[src/design/lie_pkg.sv]
// package: constants, types and state codes of the lagrange evaluator
`timescale 1ns / 1ps

package lie_pkg;

    localparam int MAX_NODES = 16;
    localparam int IDX_W     = $clog2(MAX_NODES);
    localparam int CNT_W     = $clog2(MAX_NODES + 1);
    localparam int XW        = 24;
    localparam int CFG_W     = 5;
    localparam int DIFW      = 26;
    localparam int DIVW      = 80;
    localparam int DCW       = $clog2(DIVW);

    localparam logic [CFG_W-1:0]  NODE_COUNT_RST = 5'd11;
    localparam logic [63:0]       SAT_MAG  = 64'h7FFF_FFFF_FFFF_FFFF;
    localparam logic [63:0]       TERM_CAP = 64'h4000_0000_0000_0000;
    localparam logic signed [63:0] Q_ONE   = 64'sh0000_0001_0000_0000;
    localparam logic signed [63:0] SUM_MAX = 64'sh7FFF_FFFF_FFFF_FFFF;
    localparam logic signed [63:0] SUM_MIN = 64'sh8000_0000_0000_0000;
    localparam logic signed [63:0] OUT_MAX = 64'sd8388607;
    localparam logic signed [63:0] OUT_MIN = -64'sd8388608;
    localparam logic [79:0]       F_ONE    = 80'h1_0000_0000_0000;

    typedef enum logic {
        OP_LOAD = 1'b0,
        OP_EVAL = 1'b1
    } op_t;

    typedef enum logic [3:0] {
        S_IDLE,
        S_LD_SQ,
        S_LD_DIV,
        S_EV_J,
        S_EV_JR,
        S_EV_KA,
        S_EV_K,
        S_EV_NUM,
        S_EV_DEN,
        S_EV_T,
        S_EV_DIV,
        S_EV_ACC,
        S_OUT
    } lie_state_t;

    typedef enum logic [1:0] {
        PH_HI,
        PH_LO,
        PH_FIN
    } mul_ph_t;

    typedef struct packed {
        logic               start;
        logic signed [63:0] a;
        logic signed [DIFW-1:0] b;
    } mul_req_t;

    typedef struct packed {
        logic               done;
        logic               sat;
        logic signed [63:0] r;
    } mul_rsp_t;

    typedef struct packed {
        logic            start;
        logic [DIVW-1:0] num;
        logic [63:0]     den;
    } div_req_t;

    typedef struct packed {
        logic        done;
        logic        sat;
        logic [63:0] q;
    } div_rsp_t;

endpackage

[src/design/lie_mulq.sv]
// saturating q32.32 by q.16 multiply on one shared 32x26 multiplier, in high, low and final phases
`timescale 1ns / 1ps

module lie_mulq
    import lie_pkg::*;
(
    input  logic     clk,
    input  logic     rst_n,
    input  mul_req_t req,
    output mul_rsp_t rsp
);

    logic                busy_reg;
    mul_ph_t             ph_reg;
    logic                done_reg;
    logic [63:0]         ua_reg;
    logic [DIFW-1:0]     ub_reg;
    logic                neg_reg;
    logic [57:0]         hi_reg;
    logic [57:0]         lo_reg;
    logic signed [63:0]  r_reg;
    logic                sat_reg;
    logic [31:0]         mul_a;
    logic [57:0]         prod;
    logic [63:0]         r_sum;
    logic [63:0]         r_mag;
    logic                sat_c;

    assign mul_a = (ph_reg == PH_HI) ? ua_reg[63:32] : ua_reg[31:0];
    assign prod  = 58'(mul_a) * 58'(ub_reg);

    always_comb
    begin
        r_sum = {1'b0, hi_reg[46:0], 16'h0000} + 64'(lo_reg[57:16]);
        sat_c = 1'b0;
        r_mag = r_sum;
        if (|hi_reg[57:47])
        begin
            sat_c = 1'b1;
            r_mag = SAT_MAG;
        end
        else if (r_sum[63])
        begin
            sat_c = 1'b1;
            r_mag = SAT_MAG;
        end
    end

    always_ff @(posedge clk or negedge rst_n)
    begin
        if (!rst_n)
        begin
            busy_reg <= 1'b0;
            ph_reg   <= PH_HI;
            done_reg <= 1'b0;
        end
        else
        begin
            done_reg <= 1'b0;
            if (req.start)
            begin
                busy_reg <= 1'b1;
                ph_reg   <= PH_HI;
            end
            else if (busy_reg)
            begin
                case (ph_reg)
                    PH_HI:   ph_reg <= PH_LO;
                    PH_LO:   ph_reg <= PH_FIN;
                    PH_FIN:
                    begin
                        busy_reg <= 1'b0;
                        done_reg <= 1'b1;
                        ph_reg   <= PH_HI;
                    end
                    default: ph_reg <= PH_HI;
                endcase
            end
        end
    end

    always_ff @(posedge clk)
    begin
        if (req.start)
        begin
            ua_reg  <= req.a[63] ? (~req.a + 64'd1) : req.a;
            ub_reg  <= req.b[DIFW-1] ? (~req.b + DIFW'(1)) : req.b;
            neg_reg <= req.a[63] ^ req.b[DIFW-1];
        end
        if (busy_reg && ph_reg == PH_HI)
            hi_reg <= prod;
        if (busy_reg && ph_reg == PH_LO)
            lo_reg <= prod;
        if (busy_reg && ph_reg == PH_FIN)
        begin
            r_reg   <= neg_reg ? $signed(~r_mag + 64'd1) : $signed(r_mag);
            sat_reg <= sat_c;
        end
    end

    assign rsp.done = done_reg;
    assign rsp.sat  = sat_reg;
    assign rsp.r    = r_reg;

endmodule

[config.mk]
export PLATFORM = sky130hd
export DESIGN_NAME = lie_mulq
export DESIGN_NICKNAME = d
export VERILOG_FILES = /design/src/design/lie_pkg.sv /design/src/design/lie_mulq.sv
export SDC_FILE = /design/constraint.sdc
export NUM_CORES = 2
export LEC_CHECK = 0
export BUFFER_PORTS_ARGS = -buffer_cell sky130_fd_sc_hd__buf_2
export CAP_MARGIN = 20
export CORE_MARGIN = 5
export CORE_UTILIZATION = 29
export CTS_CLUSTER_SIZE = 14
export DETAILED_ROUTE_END_ITERATION = 12
export PLACE_DENSITY = 0.53
export SYNTH_ARGS = -nofsm -noshare
export SYNTH_HDL_FRONTEND = slang
export SYNTH_SLANG_ARGS = --single-unit
[constraint.sdc]
create_clock -name clk -period 17.8 [get_ports clk]
set_input_delay 5.34 -clock clk [delete_from_list [all_inputs] [get_ports clk]]
set_output_delay 5.34 -clock clk [all_outputs]
set_load 0.005 [all_outputs]
==> summary.txt <==
TritonCTS clock tree: yes
largest family of logic cells by synthesized area: adder cells
largest net degree at the start of global routing: 72
worst hold path class: reg -> reg
Hold Crit Start: busy_reg$_DFF_PN0_
die width: 387 µm
DR WL/cell: 19.5 µm
xor/xnor share of the synthesized area: 4.32%
initial core utilization: 29.1%
Area after DPL: 43900 µm²
main area contributors after synthesis: fa_1 (35%), edfxtp_1 (19%), inv_1 (7.3%), and2_1 (7.3%), ha_1 (6.9%)
most frequent cells in the layout: inv_1 (801), fa_1 (719), nand2_1 (515)
Hold Violations, Final: 0
Resized Gates After CTS: 0
Post-Synth Simple-Gate Area: 16.9%
Antenna Violating Nets Remaining: 0
CTS Root Cell: clkbuf_16
GRT overflow: 0
H-tree depth: 1
EDFF count, synth: 256
ys flop type: edfxtp_1
CP required: 18130 ps
Post-route DRC: 0
Initial DRC Count: 2000
Fmax achieved: 106 MHz
hold_buf cts: 0
Final Slew Violations: 0
worst r2r src: ph_reg[0]$_DFFE_PN0P_
most common cell after layout, fill and taps aside: inv_1
Ports: 159
clock latency on the worst-skew pair: 610 ps
WP buf/inv: 5
Worst Path Class, Setup: reg -> reg
synthesis-to-finish area growth: 8.84%
final setup violation count: 0
post-synth cell types: 72
vias: 29900
total CTS buffers: 29
status: finished clean
# clock sinks: 260
port bufs: 158
gpl congestion: 0.890
Ys Warns: 0
CP delay by family, top: adder cells
clk buf depth: 3
Critical Path Slowest Stage Cell: mux2_2
DR pass1 iterations: 5
Worst Setup SP: ph_reg[0]$_DFFE_PN0P_
layout cells sized above 1: 7.07%
Final nets: 5342
clock skew: 21.7 ps
die height: 387 µm
post-synthesis mux area share: 1.17%
crit end category: register
gr usage total: 16.2%
Crit path top cell by count: fa_1
FP Rows: 138
Setup crit start kind: register
Worst slew margin: 29.5%
fillcell total: 14800
post-route cell area: 44800 µm²
register area: 7790 µm²
sequential-to-total area share from yosys stat: 18.9%
multi-input logic area: 29600 µm²
Post-Synth Adder-Cell Area: 41.8%
Syn Inst Count: 4281
top-area cell type share of the netlist area: 35.0%
MaxCap Viol Count: 0
final core utilization: 31.7%
Synth area leader: fa_1
Placeable Area: 141000 µm²
dpl hpwl: 92000 µm
die area: 150000 µm²
Reg clk slew, reported paths: 60 ps
Post-Syn Area: 41200 µm²
antenna violations before repair: 0
Hold Worst Slack: 478 ps
Synth Area in Compound Gates: 7.67%
Final period util: 53.1%
syn_nets: 5319
CP arrival: 9780 ps
vias per std cell: 4.80
synthesized area per cell: 9.62 µm²
crit path max fanout: 32
Worst Tran Pin Value: 1060 ps
Final TNS setup: 0 ps
RSZ-0062 raised after global routing: no
final wirelength: 121000 µm
Final min period: 9450 ps
async set or reset register ratio after synthesis: 1.54%
worst stage delay on the critical path: 800 ps
global-route wire length before repair: 191000 µm
Post-CTS Setup Inserts: 0
number of global-route vias before repair: 31800
synthesized flop and latch total: 260
layout make-up:
class	count	area share (%)
timing repair buffer	195	2.39
clock inverter	20	0.472
multi-input combinational	3017	66.1
antenna	1	0.00558
sequential	260	17.4
inverter	801	6.71
tap	1890	5.28
clock buffer	33	1.65
metrics by stage:
| stage | setup slack (ps) | cells |
|---|---|---|
| floorplan | 8950 | 4281 |
| global placement | 8570 | 6163 |
| detailed placement | 8400 | 6163 |
| CTS | 8360 | 6216 |
| global route | 7780 | 6216 |
| finish | 8350 | 6217 |
cells in the mapped netlist, types with 45 or more instances:
cell type  number
inv_1         801
fa_1          719
nand2_1       515
and2_1        480
edfxtp_1      256
ha_1          226
clkbuf_1      190
xnor2_1       154
a21oi_1       111
o21ai_0       103
nor2_1         84
a21o_1         54
nor3_1         52
xor2_1         49
o31ai_1        45
layer usage:
layer / wire length (µm) / GRT usage [%] / share of wire, % / vias up
li1: - / - / - / 13500
met1: 55800 / 22.9 / 46 / 15200
met2: 54000 / 25.9 / 45 / 927
met3: 7770 / 2.58 / 6.4 / 164
met4: 3450 / 4.02 / 2.8 / 0
met5: 0 / 0 / 0 / -
worst paths after layout:
| kind | slack [ps] | end | cells past startpoint |
|---|---|---|---|
| setup / recovery | 8350 | hi_reg[50]$_DFFE_PP_ | 25 |
| hold / removal | 480 | busy_reg$_DFF_PN0_ | 1 |
| setup reg to reg | 8350 | hi_reg[50]$_DFFE_PP_ | 25 |
| hold reg to reg | 480 | busy_reg$_DFF_PN0_ | 1 |
| max in group asynchronous | 13120 | ph_reg[1]$_DFFE_PN0P_ | 1 |
| min in group asynchronous | 4540 | done_reg$_DFF_PN0_ | 1 |
logic make-up after synthesis:
logic type | Yosys count
simple gates | 1350
xor+xnor | 203
compound gates | 475
buf+inv | 1004
flops | 260
mux | 44
fa+ha+maj | 945
Power is left out: the tool's default activity adds up to more than one toggle a clock period on the data nets, which glitch-free logic cannot reach.
