===== src/design/lie_pkg.sv =====
// package: constants, types and state codes of the lagrange evaluator
`timescale 1ns / 1ps

package lie_pkg;

    localparam int MAX_NODES = 16;
    localparam int IDX_W     = $clog2(MAX_NODES);
    localparam int CNT_W     = $clog2(MAX_NODES + 1);
    localparam int XW        = 24;
    localparam int CFG_W     = 5;
    localparam int DIFW      = 26;
    localparam int DIVW      = 80;
    localparam int DCW       = $clog2(DIVW);

    localparam logic [CFG_W-1:0]  NODE_COUNT_RST = 5'd11;
    localparam logic [63:0]       SAT_MAG  = 64'h7FFF_FFFF_FFFF_FFFF;
    localparam logic [63:0]       TERM_CAP = 64'h4000_0000_0000_0000;
    localparam logic signed [63:0] Q_ONE   = 64'sh0000_0001_0000_0000;
    localparam logic signed [63:0] SUM_MAX = 64'sh7FFF_FFFF_FFFF_FFFF;
    localparam logic signed [63:0] SUM_MIN = 64'sh8000_0000_0000_0000;
    localparam logic signed [63:0] OUT_MAX = 64'sd8388607;
    localparam logic signed [63:0] OUT_MIN = -64'sd8388608;
    localparam logic [79:0]       F_ONE    = 80'h1_0000_0000_0000;

    typedef enum logic {
        OP_LOAD = 1'b0,
        OP_EVAL = 1'b1
    } op_t;

    typedef enum logic [3:0] {
        S_IDLE,
        S_LD_SQ,
        S_LD_DIV,
        S_EV_J,
        S_EV_JR,
        S_EV_KA,
        S_EV_K,
        S_EV_NUM,
        S_EV_DEN,
        S_EV_T,
        S_EV_DIV,
        S_EV_ACC,
        S_OUT
    } lie_state_t;

    typedef enum logic [1:0] {
        PH_HI,
        PH_LO,
        PH_FIN
    } mul_ph_t;

    typedef struct packed {
        logic               start;
        logic signed [63:0] a;
        logic signed [DIFW-1:0] b;
    } mul_req_t;

    typedef struct packed {
        logic               done;
        logic               sat;
        logic signed [63:0] r;
    } mul_rsp_t;

    typedef struct packed {
        logic            start;
        logic [DIVW-1:0] num;
        logic [63:0]     den;
    } div_req_t;

    typedef struct packed {
        logic        done;
        logic        sat;
        logic [63:0] q;
    } div_rsp_t;

endpackage


===== src/design/lie_div.sv =====
// restoring bit-serial divider, one quotient bit per cycle, quotient capped at 2^62
`timescale 1ns / 1ps

module lie_div
    import lie_pkg::*;
(
    input  logic     clk,
    input  logic     rst_n,
    input  div_req_t req,
    output div_rsp_t rsp
);

    logic            busy_reg;
    logic [DCW-1:0]  cnt_reg;
    logic            done_reg;
    logic [DIVW-1:0] n_reg;
    logic [63:0]     d_reg;
    logic [63:0]     rem_reg;
    logic [63:0]     q_reg;
    logic            ovf_reg;
    logic            sat_reg;
    logic [64:0]     rem_sh;
    logic            ge;
    logic [64:0]     diff;
    logic [63:0]     q_n;
    logic            ovf_n;
    logic            cap_c;

    always_comb
    begin
        rem_sh = {rem_reg, n_reg[DIVW-1]};
        ge     = rem_sh >= {1'b0, d_reg};
        diff   = rem_sh - {1'b0, d_reg};
        q_n    = {q_reg[62:0], ge};
        ovf_n  = ovf_reg | (|q_reg[63:62]);
        cap_c  = ovf_n || (q_n > TERM_CAP);
    end

    always_ff @(posedge clk or negedge rst_n)
    begin
        if (!rst_n)
        begin
            busy_reg <= 1'b0;
            cnt_reg  <= '0;
            done_reg <= 1'b0;
        end
        else
        begin
            done_reg <= 1'b0;
            if (req.start)
            begin
                busy_reg <= 1'b1;
                cnt_reg  <= DCW'(DIVW - 1);
            end
            else if (busy_reg)
            begin
                cnt_reg <= cnt_reg - DCW'(1);
                if (cnt_reg == '0)
                begin
                    busy_reg <= 1'b0;
                    done_reg <= 1'b1;
                end
            end
        end
    end

    always_ff @(posedge clk)
    begin
        if (req.start)
        begin
            n_reg   <= req.num;
            d_reg   <= req.den;
            rem_reg <= '0;
            q_reg   <= '0;
            ovf_reg <= 1'b0;
        end
        else if (busy_reg)
        begin
            n_reg   <= {n_reg[DIVW-2:0], 1'b0};
            rem_reg <= ge ? diff[63:0] : rem_sh[63:0];
            q_reg   <= q_n;
            ovf_reg <= ovf_n;
            if (cnt_reg == '0)
            begin
                q_reg   <= cap_c ? TERM_CAP : q_n;
                sat_reg <= cap_c;
            end
        end
    end

    assign rsp.done = done_reg;
    assign rsp.sat  = sat_reg;
    assign rsp.q    = q_reg;

endmodule


===== config.mk =====
export PLATFORM = sky130hd
export DESIGN_NAME = lie_div
export DESIGN_NICKNAME = d
export VERILOG_FILES = /design/src/design/lie_pkg.sv /design/src/design/lie_div.sv
export SDC_FILE = /design/constraint.sdc
export NUM_CORES = 1
export LEC_CHECK = 0
export BUFFER_PORTS_ARGS = -buffer_cell sky130_fd_sc_hd__buf_4
export CAP_MARGIN = 20
export CORE_MARGIN = 5
export CORE_UTILIZATION = 40
export DETAILED_ROUTE_END_ITERATION = 7
export RECOVER_POWER = 50
export SLEW_MARGIN = 0
export SYNTH_ARGS = -nofsm -noshare
export SYNTH_HDL_FRONTEND = slang
export SYNTH_SLANG_ARGS = --single-unit

===== constraint.sdc =====
create_clock -name clk -period 8.3 [get_ports clk]
set_clock_uncertainty 0.05 [all_clocks]
set_input_delay 1.245 -clock clk [delete_from_list [all_inputs] [get_ports clk]]
set_output_delay 1.245 -clock clk [all_outputs]
set_load 0.01 [all_outputs]

==> reports/summary.txt <==
worst hold stages: 2
Critical Path, Cell by Cell: clkbuf_8 -> clkbuf_1 -> mux2_2
most common cell after layout, fill and taps aside: edfxtp_1
iteration-0 DRC count of the detailed router: 646
Total GRT Usage: 17.94%
clock root buffer: clkbuf_16
yosys warns: 0
Power Density: 294.0 nW/µm²
register-to-register setup slack: 3960 ps
H-tree depth: 2
RSZ-0062 raised after global routing: no
final setup margin: 3291 ps
Top FF cell, synth: edfxtp_1
CTS tree: done
GRT overflow: 0
initial core utilization: 40.33%
Register-to-Register Path Depth: 13
via count: 11281
share of layout cells above drive strength 1: 18.29%
Cells after Synth: 1403
Post-DP HPWL: 26510 µm
final hold vios: 0
failing checks: capacitance limit, slew limit
Synth Net Count: 1616
drt pass-1 iters: 6
worst slew pin tran: 4073 ps
routed wire length: 37550 µm
die height: 201.9 µm
Layout Nets: 1789
Vias per Instance: 5.447
Final Max Slew Viols: 125
Post-Synthesis Cell Area: 14730 µm²
TritonCTS Buffers: 35
vias in the first global route: 11117
first-pass GRT wire length: 60460 µm
Final Cell Area: 17530 µm²
Final Cycle Share: 60.35%
CTS Buffer Depth: 3
Placement Rows: 70
post_cts resized: 0
postcts setup bufs: 0
async set-reset flop share out of synthesis: 3.180%
Req. time, crit path: 8550 ps
startpoint types: input pin
residual DRC count: 0
# port buffers: 212
sequential area share after synthesis: 48.62%
WP data arrival: 5260 ps
hold_buf cts: 0
most frequent cells in the layout: 145 x edfxtp_1, 129 x dfxtp_1, 96 x a21oi_1
FF-to-FF End: rem_reg[5]
gpl congestion: 0.8776
largest net degree at the start of global routing: 97
Final min period: 5009 ps
Netlist cell types: 80
critical path's largest stage delay: 2890 ps
clock transition at the registers of the reported paths: 60 ps
outcome: finished, violations left
reg2reg start: d_reg[18]
setup_tns: 0 ps
area of the die: 40760 µm²
Die Wd: 201.9 µm
initial antenna violation count: 0
syn avg cell area: 10.50 µm²
antenna violation net count after detailed routing: 0
Setup Viol. Count Final: 0
Clock Latency Late Sink: 560 ps
max reg flops: 80
max_cap viols: 2
Post-synth EDFFs: 145
#FFs+latches synth: 283
Slowest-stage cell, CP: clkbuf_1
VDD IR max: 0.0001699 V
DP Area: 16620 µm²
FMAX: 199.6 MHz
critical path endpoint category: flop
clock sinks: 283
HP Start: rem_reg[40]
Setup CP Type: input pin to flop
worst slack, placed: 3950 ps
core area: 36520 µm²
WHS Endpoint: rem_reg[40]
WL/cell: 18.13 µm
Hold WC Path Type: flop to flop
Layout Area Growth over Synthesis: 18.99%
relative slew slack: -171.5%
Leak: 7.098 nW
crit path max fanout: 80
IO Pins: 213
==> synth_stat cells, types with 28 or more instances <==
| library cell | number | area, µm² |
|---|---|---|
| xnor2_1 | 41 | 359.1 |
| ha_1 | 65 | 813.3 |
| a211oi_1 | 39 | 292.8 |
| a21oi_1 | 96 | 480.5 |
| dfxtp_1 | 129 | 2582 |
| nand4_1 | 30 | 187.7 |
| nand2_1 | 85 | 319.1 |
| nor2_1 | 85 | 319.1 |
| a22o_1 | 62 | 543.0 |
| edfxtp_1 | 145 | 4354 |
| inv_1 | 85 | 319.1 |
| clkbuf_1 | 55 | 206.5 |
| o21ai_0 | 44 | 220.2 |
| a21o_1 | 28 | 210.2 |
| mux2i_1 | 36 | 360.4 |
| nand3_1 | 29 | 145.1 |
| mux2_2 | 79 | 889.6 |
==> routing by layer <==
layer	part of all wire, %	vias up	track usage [%]
met4	2.0	0	4.541
li1	-	5589	-
met3	5.7	44	4.476
met5	0	-	0
met1	46	5407	25.01
met2	46	241	28.11
==> how the worst max path moves through the flow <==
stage / startpoint / to / slack, ps / cells past startpoint
after floorplan: req[144] / n_reg[0] / 4250 / 5
after global placement: d_reg[23] / rem_reg[12] / 4070 / 13
after detailed placement: d_reg[18] / rem_reg[8] / 3950 / 13
after CTS: d_reg[18] / rem_reg[5] / 3900 / 13
after global routing: req[144] / n_reg[52] / 2980 / 3
final: req[144] / n_reg[1] / 3290 / 3
==> cells by family after synthesis <==
group / Yosys count / share of synthesized area [%]
and+or+nand+nor: 326 / 10.80
AOI/OAI and AO/OA: 381 / 18.06
muxes: 115 / 8.486
xor gates and xnor gates: 61 / 3.627
buffers and inverters: 171 / 4.757
DFF: 283 / 48.62
adders and majority gates: 66 / 5.657
==> power by group <==
part	switching [mW]	leakage (nW)	internal, mW
Combinational	1.03	3.90	0.753
Clock	0.617	0.576	0.950
Sequential	0.126	2.62	1.68
Total	1.78	7.10	3.38
==> critical path, delay by kind of cell <==
family / cells / cell delay, ps
buf+inv: 2 / 3350
mux: 1 / 520
==> layout make-up <==
cell class / count / area, µm²
antenna: 1 / 2.502
tap: 468 / 585.6
clock inverter: 16 / 212.7
sequential: 283 / 7163
clock buffer: 47 / 962.2
inverter: 85 / 319.1
timing repair buffer: 222 / 1395
multi-input combinational: 949 / 6888
fill: 3440 / 18990
==> per-stage QoR <==
stage | cells | hold slack, ps | power [mW] | utilization [%]
floorplan | 1403 | 394.5 | 3.189 | -
finish | 2071 | 421.2 | 5.154 | 47.99
CTS | 2069 | 418.9 | 5.188 | 48.73
detailed placement | 2006 | 414.4 | 3.588 | 45.51
global route | 2070 | 445.3 | 5.486 | 47.99
global placement | 2006 | 408.8 | 3.574 | 45.51
(Power assumes the default switching activity.)
